===== src/design/kbsa_pkg.sv =====
// ----------------------------------------------------------------------------
// kbsa_pkg
// Shared types and constants for the kB stack allocator.
// ----------------------------------------------------------------------------
package kbsa_pkg;

    // field widths of the request and result ports
    localparam int FIELD_KB_W = 10;
    localparam int SIZE_B_W   = 20;
    localparam int MARK_W     = 11;
    // wide enough for boundary plus one mark (up to 2048)
    localparam int SUM_W      = 12;

    // register reset and register map
    localparam logic [FIELD_KB_W-1:0] START_FREE_RESET = 10'd640;
    localparam logic                  REG_START_FREE   = 1'b0;

    localparam int APB_DATA_W = 32;
    localparam int APB_ADDR_W = 3;

    typedef enum logic [1:0] {
        ST_CLEAR,
        ST_IDLE,
        ST_WALK_RD,
        ST_WALK_EV
    } kbsa_state_t;

    // register load towards the allocator core
    typedef struct packed {
        logic                  load;
        logic [FIELD_KB_W-1:0] value;
    } kbsa_cfg_t;

    // bytes to whole kB, rounded up
    function automatic logic [MARK_W-1:0] kbsa_round_kb(input logic [SIZE_B_W-1:0] bytes);
        logic [SIZE_B_W:0] sum;
        sum = {1'b0, bytes} + (SIZE_B_W+1)'(1023);
        return sum[SIZE_B_W:10];
    endfunction

endpackage


===== src/design/kbsa_apb_regs.sv =====
// ----------------------------------------------------------------------------
// kbsa_apb_regs
// APB register slave holding start_free_kb.
// ----------------------------------------------------------------------------
module kbsa_apb_regs
    import kbsa_pkg::*;
(
    input  logic                  clk,
    input  logic                  rst_n,
    input  logic                  psel,
    input  logic                  penable,
    input  logic                  pwrite,
    input  logic [APB_ADDR_W-1:0] paddr,
    input  logic [APB_DATA_W-1:0] pwdata,
    output logic [APB_DATA_W-1:0] prdata,
    output logic                  pready,
    output kbsa_cfg_t             cfg
);

    logic                  wr_hit;
    logic [FIELD_KB_W-1:0] start_free_reg;
    logic [FIELD_KB_W-1:0] start_free_next;

    // word index is paddr[2]; only index 0 exists
    assign wr_hit = psel && penable && pwrite && (paddr[2] == REG_START_FREE);

    assign start_free_next = wr_hit ? pwdata[FIELD_KB_W-1:0] : start_free_reg;

    always_ff @(posedge clk or negedge rst_n)
    begin
        if (!rst_n)
        begin
            start_free_reg <= START_FREE_RESET;
        end
        else
        begin
            start_free_reg <= start_free_next;
        end
    end

    assign pready    = 1'b1;
    assign prdata    = (paddr[2] == REG_START_FREE)
                       ? {{(APB_DATA_W-FIELD_KB_W){1'b0}}, start_free_reg}
                       : '0;
    assign cfg.load  = wr_hit;
    assign cfg.value = pwdata[FIELD_KB_W-1:0];

endmodule


===== config.mk =====
export PLATFORM = sky130hd
export DESIGN_NAME = kbsa_apb_regs
export DESIGN_NICKNAME = d
export VERILOG_FILES = /design/src/design/kbsa_pkg.sv /design/src/design/kbsa_apb_regs.sv
export SDC_FILE = /design/constraint.sdc
export NUM_CORES = 1
export LEC_CHECK = 0
export BUFFER_PORTS_ARGS = -buffer_cell sky130_fd_sc_hd__clkbuf_2
export CORE_UTILIZATION = 34
export CTS_BUF_LIST = sky130_fd_sc_hd__clkbuf_4 sky130_fd_sc_hd__clkbuf_8 sky130_fd_sc_hd__clkbuf_16
export DETAILED_ROUTE_END_ITERATION = 10
export PLACE_DENSITY = 0.8
export SKIP_LAST_GASP = 1
export SLEW_MARGIN = 25
export SYNTH_ARGS = -nofsm -noshare
export SYNTH_HDL_FRONTEND = slang
export SYNTH_SLANG_ARGS = --single-unit

===== constraint.sdc =====
create_clock -name clk -period 1.1 [get_ports clk]
set_clock_uncertainty 0.1 [all_clocks]
set_input_delay 0.11 -clock clk [delete_from_list [all_inputs] [get_ports clk]]
set_output_delay 0.11 -clock clk [all_outputs]
set_load 0.1 [all_outputs]

==> results.cfg <==
[grt]
overflow = 0
grt_antenna_before_repair = 0
grt_first_pass_wirelength_microns = 2500
grt_max_degree = 11
first_global_vias = 549
grt.total_usage_pct = 14.0

[route]
wl_microns = 1510
drc = 0
ant_nets = 0
viasPerCell = 3.86
routed-via-count = 517
dr.first_iter.drc_count = 3
routedWlPerCell_microns = 11.3
drtPass1Iterations = 2

[timing]
period_minus_slack_ns = 1.34
fmax_mhz = 747
slew_violations = 0
worst_slack_ns = -0.240
hold_viol_final = 0
fin_crit_sh_pct = 122
rsz0062_at_grt = yes
setup_viol = 10

[logic_synthesis]
synth-seq-cells = 10
syn-cell-area_sq_um = 767
syn_inst = 70
synth-seq-area-share_pct = 33.0
ys_warn_count = 0
synth_cell_types = 11
avgSynthCellArea_sq_um = 11.0

[worst_setup_path]
cp_slowest_stage_delay_ns = 0.54
rr_worst_depth = 3
end_kind = output pin
r2r_slack_ns = 0.01
worst-path-max-fanout = 2
crit_path_cell_trace = nor2b_4, buf_12
path_depth = 2
timing.critical_path.buf_inv = 1
cp_slowest_cell = dfstp_2
crit_arrival_ns = 1.13
cp-start-kind = register
rr_endpoint = start_free_reg[0]
criticalPathCategory = reg2out
worstPathRequired_ns = 0.89
r2r_start = start_free_reg[0]
crit_family = flip-flops

[clocking]
cts-root-buf = clkbuf_4
cts_tree = yes
htree_levels = 1
cts.sinks = 10
clk_pin_slew_worst_paths_ns = 0.07
numCtsBuffers = 3
cts_resized = 0
cts.path.max_buffers = 2
clkLatencyLatePin_ns = 0.26

[cells_and_area]
largest_reg_flops = 10
final_core_util_pct = 63.8
area_delta_synth_final_pct = 69.8
nets = 148
final_common_cell = conb_1
num_antenna_cells = 0
drive_above_1_share_pct = 69.2
final_cell_mix = 23 x conb_1, 21 x buf_12, 15 x clkbuf_2
final_cell_area_sq_um = 1300

[floorplanning]
io_pins = 84
rows = 16
core_sq_um = 2040
start_util_pct = 37.6
dieHeight_microns = 49.5
die_w_microns = 49.5
fp.dieArea_sq_um = 2450

[worst_hold_path]
whs_endpoint = start_free_reg[6]
min_from = pwdata[6]
worstHoldPathCells = 2
min_path_type = in2reg

[job]
max_cap_viol_count = 0

[run_status]
violations = setup timing
outcome = finished with violations

[power_and_ir_drop]
p_per_area_nw_per_um2 = 1840
p_leak_nw = 0.699
vdd_ir_drop_max_uv = 890
total_power_mw = 2.39

[placement]
port_buffers = 36
gp_congestion = 0.688
placed_cell_area_sq_um = 1190
hpwl_microns = 1230
-- cells in the mapped netlist (all sizes together) --
cell    instances  area [sq um]
conb            2          7.51
mux2           10           146
clkbuf          1          3.75
inv             1          3.75
nor2b          10          62.6
dfrtp           8           200
nand4b          1          23.8
buf            35           267
dfstp           2          52.6
-- metal layers --
metal / part of all wire [%] / wire length [microns] / track usage (%)
met1: 35 / 530 / 14.7
met2: 52 / 792 / 25.3
met3: 12 / 179 / 4.63
met4: 0.73 / 11 / 5.71
met5: 0 / 0 / 0
-- worst register-to-register path, cell delays in order (launching register included) --
cell	delay, ns
dfrtp_1	0.38
buf_4	0.13
buf_4	0.11
mux2_4	0.25
-- stage by stage --
stage / TNS (ns) / hold WS (ns) / setup WS [ns] / cells
finish: -0.976 / 0.0337 / -0.240 / 134
global route: -1.45 / 0.0264 / -0.262 / 134
CTS: -1.11 / 0.0293 / -0.251 / 131
detailed placement: -0.644 / -0.106 / -0.0724 / 119
global placement: -0.261 / -0.117 / -0.0340 / 119
floorplan: -0.271 / -0.286 / -0.137 / 91
-- cell families (layout without fill, tap and decap cells) --
| group | Yosys count | after routing | synth area share [%] |
|---|---|---|---|
| buffers and inverters | 37 | 53 | 35.7 |
| AND/OR/NAND/NOR | 11 | 11 | 11.3 |
| multiplexers | 10 | 10 | 19.1 |
| flip-flops | 10 | 10 | 33.0 |
| other | 2 | 23 | 0.979 |
-- where the power goes --
part           internal, mW  total [mW]  switching (mW)  leakage, nW
registers             0.461       0.504          0.0432        0.117
clock network         0.165       0.290           0.126       0.0184
logic                 0.570        1.60            1.03        0.564
-- cell type report --
cell class	instances	area [sq um]
sequential	10	253
tap	27	33.8
timing repair buffer	48	588
fill	161	739
multi-input combinational	44	394
clock buffer	4	30.0
inverter	1	3.75
-- worst max-delay path by stage --
stage                                 start                 to  slack (ns)
after floorplan           start_free_reg[7]          prdata[7]       -0.14
after global placement             paddr[2]  start_free_reg[4]       -0.03
after detailed placement           paddr[2]  start_free_reg[2]       -0.07
after CTS                 start_free_reg[7]          prdata[7]       -0.25
after global routing      start_free_reg[7]          prdata[7]       -0.26
final                     start_free_reg[7]          prdata[7]       -0.24
-- what timing repair did --
item / in CTS / in global routing
setup endpoints to repair: 11 / 10
hold endpoints to repair: 10 / 0
buffers inserted: 7 / 3
hold buffers: 1 / 0
Note: power is estimated with default switching activity, not from simulation.
